### src/sv/rqrp_pkg.sv
// Shared types, constants and codes of the ring queue with prefix reverse.
`default_nettype none
package rqrp_pkg;

  localparam int unsigned MAX_DEPTH  = 16;
  localparam int unsigned DATA_WIDTH = 32;
  localparam int unsigned ADDR_W     = $clog2(MAX_DEPTH);
  localparam int unsigned CNT_W      = $clog2(MAX_DEPTH + 1);
  localparam int unsigned SUM_W      = ADDR_W + 1;

  typedef enum logic [1:0] {
    FN_ENQ = 2'd0,
    FN_DEQ = 2'd1,
    FN_REV = 2'd2,
    FN_NOP = 2'd3
  } func_e;

  typedef enum logic [1:0] {
    ST_OK     = 2'd0,
    ST_FULL   = 2'd1,
    ST_EMPTY  = 2'd2,
    ST_REJECT = 2'd3
  } status_e;

  typedef enum logic [3:0] {
    S_IDLE,
    S_OP,
    S_POP,
    S_SWRD,
    S_SWA,
    S_SWB,
    S_HEAD,
    S_RESP
  } state_e;

  // one write port, two read ports with read enables
  typedef struct packed {
    logic                  re0;
    logic [ADDR_W-1:0]     ra0;
    logic                  re1;
    logic [ADDR_W-1:0]     ra1;
    logic                  we;
    logic [ADDR_W-1:0]     wa;
    logic [DATA_WIDTH-1:0] wd;
  } mem_req_t;

  // finished item, head data comes from read port 0 in the same cycle
  typedef struct packed {
    logic                  valid;
    status_e               status;
    logic [DATA_WIDTH-1:0] popped;
    logic [CNT_W-1:0]      count;
    logic                  empty;
    logic                  full;
  } rsp_t;

endpackage
`default_nettype wire

### src/sv/ring_queue_reverse_prefix.sv
// Top level: circular queue with reverse of the oldest k entries.
// An item runs S_OP, its extra states, S_HEAD and S_RESP, then the strobe register;
// a dequeue adds S_POP, a reverse adds S_SWRD, S_SWA and S_SWB for each of its floor(k/2)
// swaps, and a rejected reverse or failed op adds none. The next item is accepted in the
// cycle the result is shown; each swap costs one dual read and two writes on the single
// write port of the entry RAM. Results cannot be stalled.
// Reset: empty queue, capacity 16, head 0, tail 15; the entry RAM is not cleared.
`default_nettype none
module ring_queue_reverse_prefix
  import rqrp_pkg::*;
(
  input  wire logic                         clk_i,
  input  wire logic                         rst_ni,
  // command side
  input  wire logic                         start,
  output logic                              busy,
  input  wire logic [1:0]                   func_i,
  input  wire logic signed [DATA_WIDTH-1:0] push_value_i,
  input  wire logic [CNT_W-1:0]             reverse_count_i,
  // capacity register write channel
  input  wire logic                         cfg_valid_i,
  output logic                              cfg_ready_o,
  input  wire logic [CNT_W-1:0]             cfg_data_i,
  // result side, one cycle per item
  output logic                              res_valid_o,
  output logic signed [DATA_WIDTH-1:0]      pop_value_o,
  output logic [1:0]                        status_o,
  output logic [CNT_W-1:0]                  occupancy_o,
  output logic                              is_empty_o,
  output logic                              is_full_o,
  output logic signed [DATA_WIDTH-1:0]      head_value_o
);

  mem_req_t              mem_req;
  rsp_t                  rsp;
  logic [DATA_WIDTH-1:0] rd0;
  logic [DATA_WIDTH-1:0] rd1;

  logic                  res_valid_q;
  logic [DATA_WIDTH-1:0] pop_q;
  status_e               status_q;
  logic [CNT_W-1:0]      occ_q;
  logic                  empty_q;
  logic                  full_q;
  logic [DATA_WIDTH-1:0] head_q;

  rqrp_seq u_seq (
    .clk_i       (clk_i),
    .rst_ni      (rst_ni),
    .start_i     (start),
    .func_i      (func_i),
    .value_i     (push_value_i),
    .k_i         (reverse_count_i),
    .cfg_valid_i (cfg_valid_i),
    .cfg_data_i  (cfg_data_i),
    .rd0_i       (rd0),
    .rd1_i       (rd1),
    .busy_o      (busy),
    .cfg_ready_o (cfg_ready_o),
    .mem_o       (mem_req),
    .rsp_o       (rsp)
  );

  rqrp_ram u_ram (
    .clk_i (clk_i),
    .req_i (mem_req),
    .rd0_o (rd0),
    .rd1_o (rd1)
  );

  // strobe register; cleared at reset
  always_ff @(posedge clk_i or negedge rst_ni) begin
    if (!rst_ni) begin
      res_valid_q <= 1'b0;
    end else begin
      res_valid_q <= rsp.valid;
    end
  end

  // result payload; head word arrives on read port 0 in the finishing cycle
  always_ff @(posedge clk_i) begin
    if (rsp.valid) begin
      pop_q    <= rsp.popped;
      status_q <= rsp.status;
      occ_q    <= rsp.count;
      empty_q  <= rsp.empty;
      full_q   <= rsp.full;
      head_q   <= rsp.empty ? '0 : rd0;
    end
  end

  assign res_valid_o  = res_valid_q;
  assign pop_value_o  = pop_q;
  assign status_o     = status_q;
  assign occupancy_o  = occ_q;
  assign is_empty_o   = empty_q;
  assign is_full_o    = full_q;
  assign head_value_o = head_q;

endmodule
`default_nettype wire

### src/sv/rqrp_ram.sv
// Entry store: synchronous RAM, one write port, two registered read ports.
`default_nettype none
module rqrp_ram
  import rqrp_pkg::*;
(
  input  wire logic                  clk_i,
  input  wire mem_req_t              req_i,
  output logic [DATA_WIDTH-1:0]      rd0_o,
  output logic [DATA_WIDTH-1:0]      rd1_o
);

  logic [DATA_WIDTH-1:0] mem [MAX_DEPTH];
  logic [DATA_WIDTH-1:0] rd0_q;
  logic [DATA_WIDTH-1:0] rd1_q;

  always_ff @(posedge clk_i) begin
    if (req_i.we) begin
      mem[req_i.wa] <= req_i.wd;
    end
    if (req_i.re0) begin
      rd0_q <= mem[req_i.ra0];
    end
    if (req_i.re1) begin
      rd1_q <= mem[req_i.ra1];
    end
  end

  assign rd0_o = rd0_q;
  assign rd1_o = rd1_q;

endmodule
`default_nettype wire

### src/sv/rqrp_seq.sv
// Sequencer: ring pointers, capacity register and read-modify-write control.
`default_nettype none
module rqrp_seq
  import rqrp_pkg::*;
(
  input  wire logic                  clk_i,
  input  wire logic                  rst_ni,
  input  wire logic                  start_i,
  input  wire logic [1:0]            func_i,
  input  wire logic [DATA_WIDTH-1:0] value_i,
  input  wire logic [CNT_W-1:0]      k_i,
  input  wire logic                  cfg_valid_i,
  input  wire logic [CNT_W-1:0]      cfg_data_i,
  input  wire logic [DATA_WIDTH-1:0] rd0_i,
  input  wire logic [DATA_WIDTH-1:0] rd1_i,
  output logic                       busy_o,
  output logic                       cfg_ready_o,
  output mem_req_t                   mem_o,
  output rsp_t                       rsp_o
);

  state_e                state_q, state_d;
  logic [ADDR_W-1:0]     head_q, head_d;
  logic [ADDR_W-1:0]     tail_q, tail_d;
  logic [CNT_W-1:0]      count_q, count_d;
  logic [CNT_W-1:0]      cap_q, cap_d;
  func_e                 func_q, func_d;
  logic [DATA_WIDTH-1:0] val_q, val_d;
  logic [CNT_W-1:0]      k_q, k_d;
  logic [ADDR_W-1:0]     i_q, i_d;
  status_e               status_q, status_d;
  logic [DATA_WIDTH-1:0] pop_q, pop_d;

  logic [CNT_W-1:0]      cap_new;
  logic [CNT_W-1:0]      pos_b;
  logic [ADDR_W-1:0]     slot_a;
  logic [ADDR_W-1:0]     slot_b;
  logic [ADDR_W-1:0]     tail_inc;

  // (base + off) mod cap, valid while base + off stays below twice cap
  function automatic logic [ADDR_W-1:0] wrap_add(
    input logic [ADDR_W-1:0] base,
    input logic [ADDR_W-1:0] off,
    input logic [CNT_W-1:0]  cap
  );
    logic [SUM_W-1:0] sum;
    logic [SUM_W-1:0] capx;
    sum  = {1'b0, base} + {1'b0, off};
    capx = SUM_W'(cap);
    if (sum >= capx) begin
      sum = sum - capx;
    end
    return sum[ADDR_W-1:0];
  endfunction

  // zero acts as one, above depth acts as depth
  always_comb begin
    if (cfg_data_i == '0) begin
      cap_new = CNT_W'(1);
    end else if (cfg_data_i > CNT_W'(MAX_DEPTH)) begin
      cap_new = CNT_W'(MAX_DEPTH);
    end else begin
      cap_new = cfg_data_i;
    end
  end

  assign pos_b    = k_q - CNT_W'(1) - CNT_W'(i_q);
  assign slot_a   = wrap_add(head_q, i_q, cap_q);
  assign slot_b   = wrap_add(head_q, pos_b[ADDR_W-1:0], cap_q);
  assign tail_inc = wrap_add(tail_q, ADDR_W'(1), cap_q);

  assign busy_o      = (state_q != S_IDLE);
  assign cfg_ready_o = (state_q == S_IDLE) && !start_i;

  always_ff @(posedge clk_i or negedge rst_ni) begin
    if (!rst_ni) begin
      state_q <= S_IDLE;
      head_q  <= '0;
      tail_q  <= ADDR_W'(MAX_DEPTH - 1);
      count_q <= '0;
      cap_q   <= CNT_W'(MAX_DEPTH);
    end else begin
      state_q <= state_d;
      head_q  <= head_d;
      tail_q  <= tail_d;
      count_q <= count_d;
      cap_q   <= cap_d;
    end
  end

  always_ff @(posedge clk_i) begin
    func_q   <= func_d;
    val_q    <= val_d;
    k_q      <= k_d;
    i_q      <= i_d;
    status_q <= status_d;
    pop_q    <= pop_d;
  end

  always_comb begin
    state_d  = state_q;
    head_d   = head_q;
    tail_d   = tail_q;
    count_d  = count_q;
    cap_d    = cap_q;
    func_d   = func_q;
    val_d    = val_q;
    k_d      = k_q;
    i_d      = i_q;
    status_d = status_q;
    pop_d    = pop_q;
    mem_o    = '0;
    rsp_o    = '0;

    unique case (state_q)
      S_IDLE: begin
        if (start_i) begin
          func_d   = func_e'(func_i);
          val_d    = value_i;
          k_d      = k_i;
          pop_d    = '0;
          status_d = ST_OK;
          state_d  = S_OP;
        end else if (cfg_valid_i) begin
          cap_d   = cap_new;
          head_d  = '0;
          tail_d  = ADDR_W'(cap_new - CNT_W'(1));
          count_d = '0;
        end
      end
      S_OP: begin
        state_d = S_HEAD;
        unique case (func_q)
          FN_ENQ: begin
            if (count_q >= cap_q) begin
              status_d = ST_FULL;
            end else begin
              mem_o.we = 1'b1;
              mem_o.wa = tail_inc;
              mem_o.wd = val_q;
              tail_d   = tail_inc;
              count_d  = count_q + CNT_W'(1);
            end
          end
          FN_DEQ: begin
            if (count_q == '0) begin
              status_d = ST_EMPTY;
            end else begin
              mem_o.re0 = 1'b1;
              mem_o.ra0 = head_q;
              state_d   = S_POP;
            end
          end
          FN_REV: begin
            if (k_q <= CNT_W'(1) || k_q > count_q) begin
              status_d = ST_REJECT;
            end else begin
              i_d     = '0;
              state_d = S_SWRD;
            end
          end
          default: begin
            state_d = S_HEAD;
          end
        endcase
      end
      S_POP: begin
        pop_d   = rd0_i;
        head_d  = wrap_add(head_q, ADDR_W'(1), cap_q);
        count_d = count_q - CNT_W'(1);
        state_d = S_HEAD;
      end
      S_SWRD: begin
        mem_o.re0 = 1'b1;
        mem_o.ra0 = slot_a;
        mem_o.re1 = 1'b1;
        mem_o.ra1 = slot_b;
        state_d   = S_SWA;
      end
      S_SWA: begin
        mem_o.we = 1'b1;
        mem_o.wa = slot_a;
        mem_o.wd = rd1_i;
        state_d  = S_SWB;
      end
      S_SWB: begin
        mem_o.we = 1'b1;
        mem_o.wa = slot_b;
        mem_o.wd = rd0_i;
        i_d      = i_q + ADDR_W'(1);
        if ((CNT_W'(i_q) + CNT_W'(1)) == (k_q >> 1)) begin
          state_d = S_HEAD;
        end else begin
          state_d = S_SWRD;
        end
      end
      S_HEAD: begin
        mem_o.re0 = 1'b1;
        mem_o.ra0 = head_q;
        state_d   = S_RESP;
      end
      S_RESP: begin
        rsp_o.valid  = 1'b1;
        rsp_o.status = status_q;
        rsp_o.popped = pop_q;
        rsp_o.count  = count_q;
        rsp_o.empty  = (count_q == '0);
        rsp_o.full   = (count_q >= cap_q);
        state_d      = S_IDLE;
      end
      default: begin
        state_d = S_IDLE;
      end
    endcase
  end

endmodule
`default_nettype wire

### config.mk
export PLATFORM = sky130hd
export DESIGN_NAME = ring_queue_reverse_prefix
export DESIGN_NICKNAME = d
export VERILOG_FILES = /design/src/sv/rqrp_pkg.sv /design/src/sv/ring_queue_reverse_prefix.sv /design/src/sv/rqrp_ram.sv /design/src/sv/rqrp_seq.sv
export SDC_FILE = /design/constraint.sdc
export NUM_CORES = 1
export LEC_CHECK = 0
export BUFFER_PORTS_ARGS = -buffer_cell sky130_fd_sc_hd__buf_2
export CAP_MARGIN = 25
export CORE_MARGIN = 1
export CORE_UTILIZATION = 35
export DETAILED_ROUTE_END_ITERATION = 10
export PLACE_DENSITY = 0.58
export SLEW_MARGIN = 20
export SYNTH_ARGS = -nofsm -noshare
export SYNTH_HDL_FRONTEND = slang
export SYNTH_HIERARCHICAL = 1
export SYNTH_SLANG_ARGS = --single-unit
### constraint.sdc
create_clock -name clk_i -period 8.8 [get_ports clk_i]
set_input_delay 1.76 -clock clk_i [delete_from_list [all_inputs] [get_ports clk_i]]
set_output_delay 1.76 -clock clk_i [all_outputs]
set_load 0.005 [all_outputs]
* Word-level counts from Yosys, hierarchy flattened
Memories as Yosys holds them, arrays and structs flattened. A register that Yosys moved wholly into a read port is not among the register bits.
Cells that the tools add are included.
** Operators by class
- $add $sub $neg :: 15
- Magnitude comparators :: 8
- Bitwise operators :: 1
- Eq/ne operators :: 21
- Reductions and logical operators :: 20
- Mux-type cells :: 46
** Operators with widths (number)
- 37-bit one-hot mux with 3 select lines :: 1
- 37-bit two-way mux :: 2
- 32-bit one-hot mux with 2 select lines :: 1
- 4-bit two-way mux :: 13
- 5-bit two-way mux :: 9
- 42-bit two-way mux :: 1
- 32-bit two-way mux :: 1
- 4-bit one-hot mux with 2 select lines :: 4
- 5-bit one-hot mux with 3 select lines :: 2
- 4-bit one-hot mux with 7 select lines :: 1
- 5-bit >= comparator :: 5
- 4-bit subtractor :: 5
- 4-bit by 3-bit == test with 1-bit output (second input constant) :: 4
- 4-bit by 1-bit adder with 5-bit output (second input constant) :: 3
- 2-bit != test (second input constant) :: 7
- 4-bit by 4-bit adder with 5-bit output :: 2
- 5-bit zero test :: 2
- 5-bit AND reduction :: 2
- 3-bit two-way mux :: 3
- 3-bit by 2-bit != test with 1-bit output (second input constant) :: 3
- 3-bit AND reduction :: 3
- 4-bit by 2-bit == test with 1-bit output (second input constant) :: 2
- 2-bit two-way mux :: 4
- 4-bit by 1-bit subtractor with 4-bit output (second input constant) :: 2
- other kinds (25) :: 29
** Word-level totals
- Memories kept :: 1
- Bits in writable memories :: 512
- Output and inout port bits :: 76
- Register bits after elaboration :: 173
- Input bits :: 48
- Word-level logic and storage cells :: 130
** Memories
- u_ram.mem :: words 16, width 32, read ports 2, clocked after memory_dff 2, write ports 1, RTL line rqrp_ram.sv:12 : logic [DATA_WIDTH-1:0] mem [MAX_DEPTH];

* Longest topological paths before layout
- Word-level depth :: 8
- Depth in mapped cells :: 20
- Depth with buffers taken out :: 18

* Cells and area by module
Netlist, hierarchy kept.
** By module, submodules not included
- rqrp_ram :: cells each 1141, instances 1, area each 24843.8 µm², sequential area each 17296.6 µm²
- rqrp_seq :: cells each 632, instances 1, area each 6550.0 µm², sequential area each 2844.0 µm²
- ring_queue_reverse_prefix :: cells each 109, instances 1, area each 2439.8 µm², sequential area each 2217.1 µm²

* Worst setup path before layout
Ideal clock, no wire load.
- Path kind :: register -> register
- From :: register u_seq.i_q[0]
- To :: memory u_ram.mem[0][0], enable pin
- Period minus slack after synthesis :: 6.396 ns
- Data required time :: 8.339 ns
- Setup time :: 0.461 ns
- Slack :: 2.404 ns
- Path buffers :: 0
- Stages on the path, launching flop included :: 17
- Data arrival time :: 5.935 ns
- Cell sequence :: edfxtp_1 > inv_1 > ha_1 > inv_1 > fa_1 > inv_1 > ha_1 > a21o_1 > a21oi_1 > xnor2_1 > ha_1 > o21a_1 > o31a_1 > o21ai_0 > mux2_2 > a221o_1 > nor3_1
** RTL lines
- from (decl) :: RTL line rqrp_seq.sv:30 : logic [ADDR_W-1:0] i_q, i_d;
- from (signal assigned) :: RTL line rqrp_seq.sv:95 : i_q <= i_d;
- to (decl) :: RTL line rqrp_ram.sv:12

==> flow_metrics.tcl <==
set metrics [dict create \
    status "complete, no violations" \
    initial_core_util 0.355 \
    leakagePower_nw 12.8 \
    slowest_stage "nor2_4" \
    cap_violations 0 \
    cts.path.max_buffers 3 \
    final_nets 2127 \
    drt-initial-drc-count 1935 \
    async_flop_share 0.0294 \
    ir_drop_v 0.000439 \
    finalSetupViolCount 0 \
    grt_max_degree 96 \
    syn_avg_cell_area_um2 18.0 \
    totalWireLength_um 89400 \
    crit_path_end "u_ram/mem[15][26]" \
    gp_congestion 0.813 \
    grt_pass1_vias 20172 \
    numPlacedInstances 3201 \
    cts_htree_levels 3 \
    slew_violations 0 \
    die-height_um 313 \
    clk_pin_slew_ps 60 \
    final_layout_size_suffix_gt1_frac 0.283 \
    fin_tns_setup_ps 0 \
    timing.final.crit_share 0.709 \
    path_max_fanout 18 \
    port_buffers 123 \
    r2r-start "u_seq/i_q[0]" \
    placed_cell_area_um2 36100 \
    worst_slew_pin_slew_ps 965 \
    rsz0062_at_grt "false" \
    ys_types 67 \
    antenna_found_initial 2 \
    cts_made_buffers 81 \
    hold_violations 0 \
    first_pass_iters 6 \
    synth-edff-count 726 \
    clkLatencyLatePin_ps 650 \
    hp-class "reg -> reg" \
    yosysWarnings 6 \
    period_minus_slack_ps 6240 \
    slew_headroom 0.357 \
    die-area_um2 97900 \
    ant_nets 0 \
    core_area_um2 95400 \
    cts_resized 0 \
    cp.required_ps 9090 \
    postCtsHoldBufs 0 \
    vias 18944 \
    critPathCaptureType "register" \
    gr-usage-all-layers 0.183 \
    io_pins 124 \
    drc 0 \
    postLayoutCellArea_um2 38700 \
    dp_hpwl_um 51000 \
    routedWlPerCell_um 26.7 \
    rows 113 \
    max_freq_mhz 160 \
    cp_cell_sequence "inv_1 -> ha_1 -> inv_1 -> fa_1 -> inv_1 -> ha_1 -> a21o_1 -> a21oi_1 -> xnor2_1 -> ha_1 -> o21a_1 -> o31a_1 -> o21ai_0 -> mux2_2 -> o221ai_1 -> nand2_1 -> nor2_4 -> buf_4" \
    slowest_delay_ps 790 \
    drt-vias-per-instance 5.66 \
    reg2reg_slack_ps 2560 \
    postCtsSetupBuffers 0 \
    ys.flop_type "edfxtp_1" \
    grt_pass1_wl_um 132000 \
    startpoint "u_seq/i_q[0]" \
    seq_area_frac_synth 0.661 \
    area_delta_synth_final_pct 14.4 \
    ys_seq_elements 748 \
    cts-root-buf "clkbuf_16" \
    instances_no_fill 3349 \
    cts.sinks 748 \
    path_class "reg -> reg" \
    synthCells 1882 \
    fillCellCount 8504 \
    netlist_area_um2 33800 \
    cts_tree "built" \
    r2r_cells 18 \
    clock-skew-final_ps 46.9 \
    rr_endpoint "u_ram/mem[15][26]" \
    grt_overflow_total 0 \
    worstPathArrival_ps 6530 \
    die_w_um 313 \
    syn-num-nets 1990 \
    power_density_nw_per_um2 406 \
    startpoint_type "register" \
]
[critical path, delay by kind of cell, from the launching register on]
family | cells | cell delay [ps]
compound gates | 6 | 1630
mux | 1 | 430
simple gates | 2 | 1210
buf+inv | 4 | 620
fa+ha+maj | 4 | 1270
flops | 1 | 490
xor+xnor | 1 | 200
[cell usage in the layout (no fill, tap or decap), types with 14 or more instances in the layout]
| cell type | n |
|---|---|
| a21oi_1 | 24 |
| a222oi_1 | 32 |
| a22oi_1 | 128 |
| and2_1 | 68 |
| buf_2 | 123 |
| buf_4 | 39 |
| clkbuf_16 | 82 |
| clkinv_1 | 23 |
| dfrtp_1 | 17 |
| edfxtp_1 | 726 |
| ha_1 | 52 |
| inv_1 | 71 |
| mux4_2 | 256 |
| nand2_1 | 93 |
| nand3_1 | 14 |
| nor2_1 | 31 |
| nor2_4 | 16 |
| nor2b_1 | 39 |
| o21ai_0 | 20 |
[through the flow]
step / setup slack (ps) / hold slack [ps] / util / total power [mW]
final: 2560 / 511 / 0.406 / 15.7
after global routing: 2250 / 520 / 0.406 / 16.5
after CTS: 2580 / 502 / 0.406 / 15.8
after detailed placement: 2660 / 503 / 0.378 / 12.4
after global placement: 2790 / 473 / 0.378 / 12.2
after floorplan: 2400 / 450 / - / 10.2
[cells in the mapped netlist (15+ instances only)]
master | count | area, µm²
edfxtp_1 | 726 | 21800
mux4_2 | 256 | 5770
a22oi_1 | 128 | 961
nand2_1 | 93 | 349
inv_1 | 74 | 278
and2_1 | 69 | 432
ha_1 | 52 | 651
clkbuf_1 | 50 | 188
nor2_1 | 47 | 176
nor2b_1 | 43 | 269
a222oi_1 | 32 | 320
buf_4 | 25 | 188
a21oi_1 | 24 | 120
buf_1 | 21 | 78.8
o21ai_0 | 21 | 105
dfrtp_1 | 17 | 425
nor3_1 | 15 | 75.1
[state kept, by name, indices dropped and copies added, names as in the netlist, 2 cells and up]
name / cells
head_value_o: 32
occupancy_o: 5
pop_value_o: 32
status_o: 2
u_ram/mem: 512
u_ram/rd0_o: 32
u_ram/rd1_o: 32
u_seq/cap_q: 5
u_seq/count_q: 5
u_seq/func_q: 2
u_seq/head_q: 4
u_seq/i_q: 4
u_seq/k_q: 5
u_seq/pop_q: 32
u_seq/state_q: 3
u_seq/status_q: 2
u_seq/tail_q: 4
u_seq/val_q: 32
[area by class of cell]
| class | count | area [µm²] | area share |
|---|---|---|---|
| sequential | 748 | 22400 | 0.577 |
| multi-input combinational | 947 | 10900 | 0.280 |
| clock buffer | 95 | 2100 | 0.0543 |
| tap | 1265 | 1580 | 0.0409 |
| timing repair buffer | 166 | 996 | 0.0257 |
| clock inverter | 52 | 541 | 0.0140 |
| inverter | 75 | 284 | 0.00734 |
| antenna | 1 | 2.50 | 0.0000646 |
[cell families (layout without fill, tap and decap cells)]
family / Yosys count / count (layout) / share of synthesized area
mux: 272 / 272 / 0.175
flops: 748 / 748 / 0.661
compound gates: 267 / 267 / 0.0594
fa+ha+maj: 60 / 60 / 0.0240
xor+xnor: 23 / 23 / 0.00636
buf+inv: 187 / 388 / 0.0247
other cells: 0 / 1 / 0
simple gates: 325 / 325 / 0.0494
[worst min path at each step]
| stage | cells after the start | startpoint | endpoint |
|---|---|---|---|
| 4_1_cts | 1 | u_seq/pop_q[31] | pop_value_o[31] |
| 5_1_grt | 1 | u_seq/tail_q[2] | u_seq/tail_q[2] |
| 2_1_floorplan | 2 | u_seq/cap_q[2] | u_seq/cap_q[2] |
| 3_3_place_gp | 2 | u_seq/cap_q[2] | u_seq/cap_q[2] |
| 3_5_place_dp | 2 | u_seq/cap_q[2] | u_seq/cap_q[2] |
| 6_report | 1 | u_seq/pop_q[31] | pop_value_o[31] |
[routing by layer]
| metal | vias to the layer above | share of wire | track usage |
|---|---|---|---|
| met1 | 9966 | 0.41 | 0.243 |
| met5 | - | 0.00015 | 0 |
| met3 | 134 | 0.075 | 0.0320 |
| li1 | 8031 | - | - |
| met2 | 811 | 0.50 | 0.309 |
| met4 | 2 | 0.022 | 0.0518 |
[report_power, final]
part / internal (mW) / switching (mW)
clock network: 1.96 / 1.43
logic: 2.56 / 3.85
registers: 5.46 / 0.467
total: 9.98 / 5.74
Note: power is estimated with default switching activity, not from simulation.
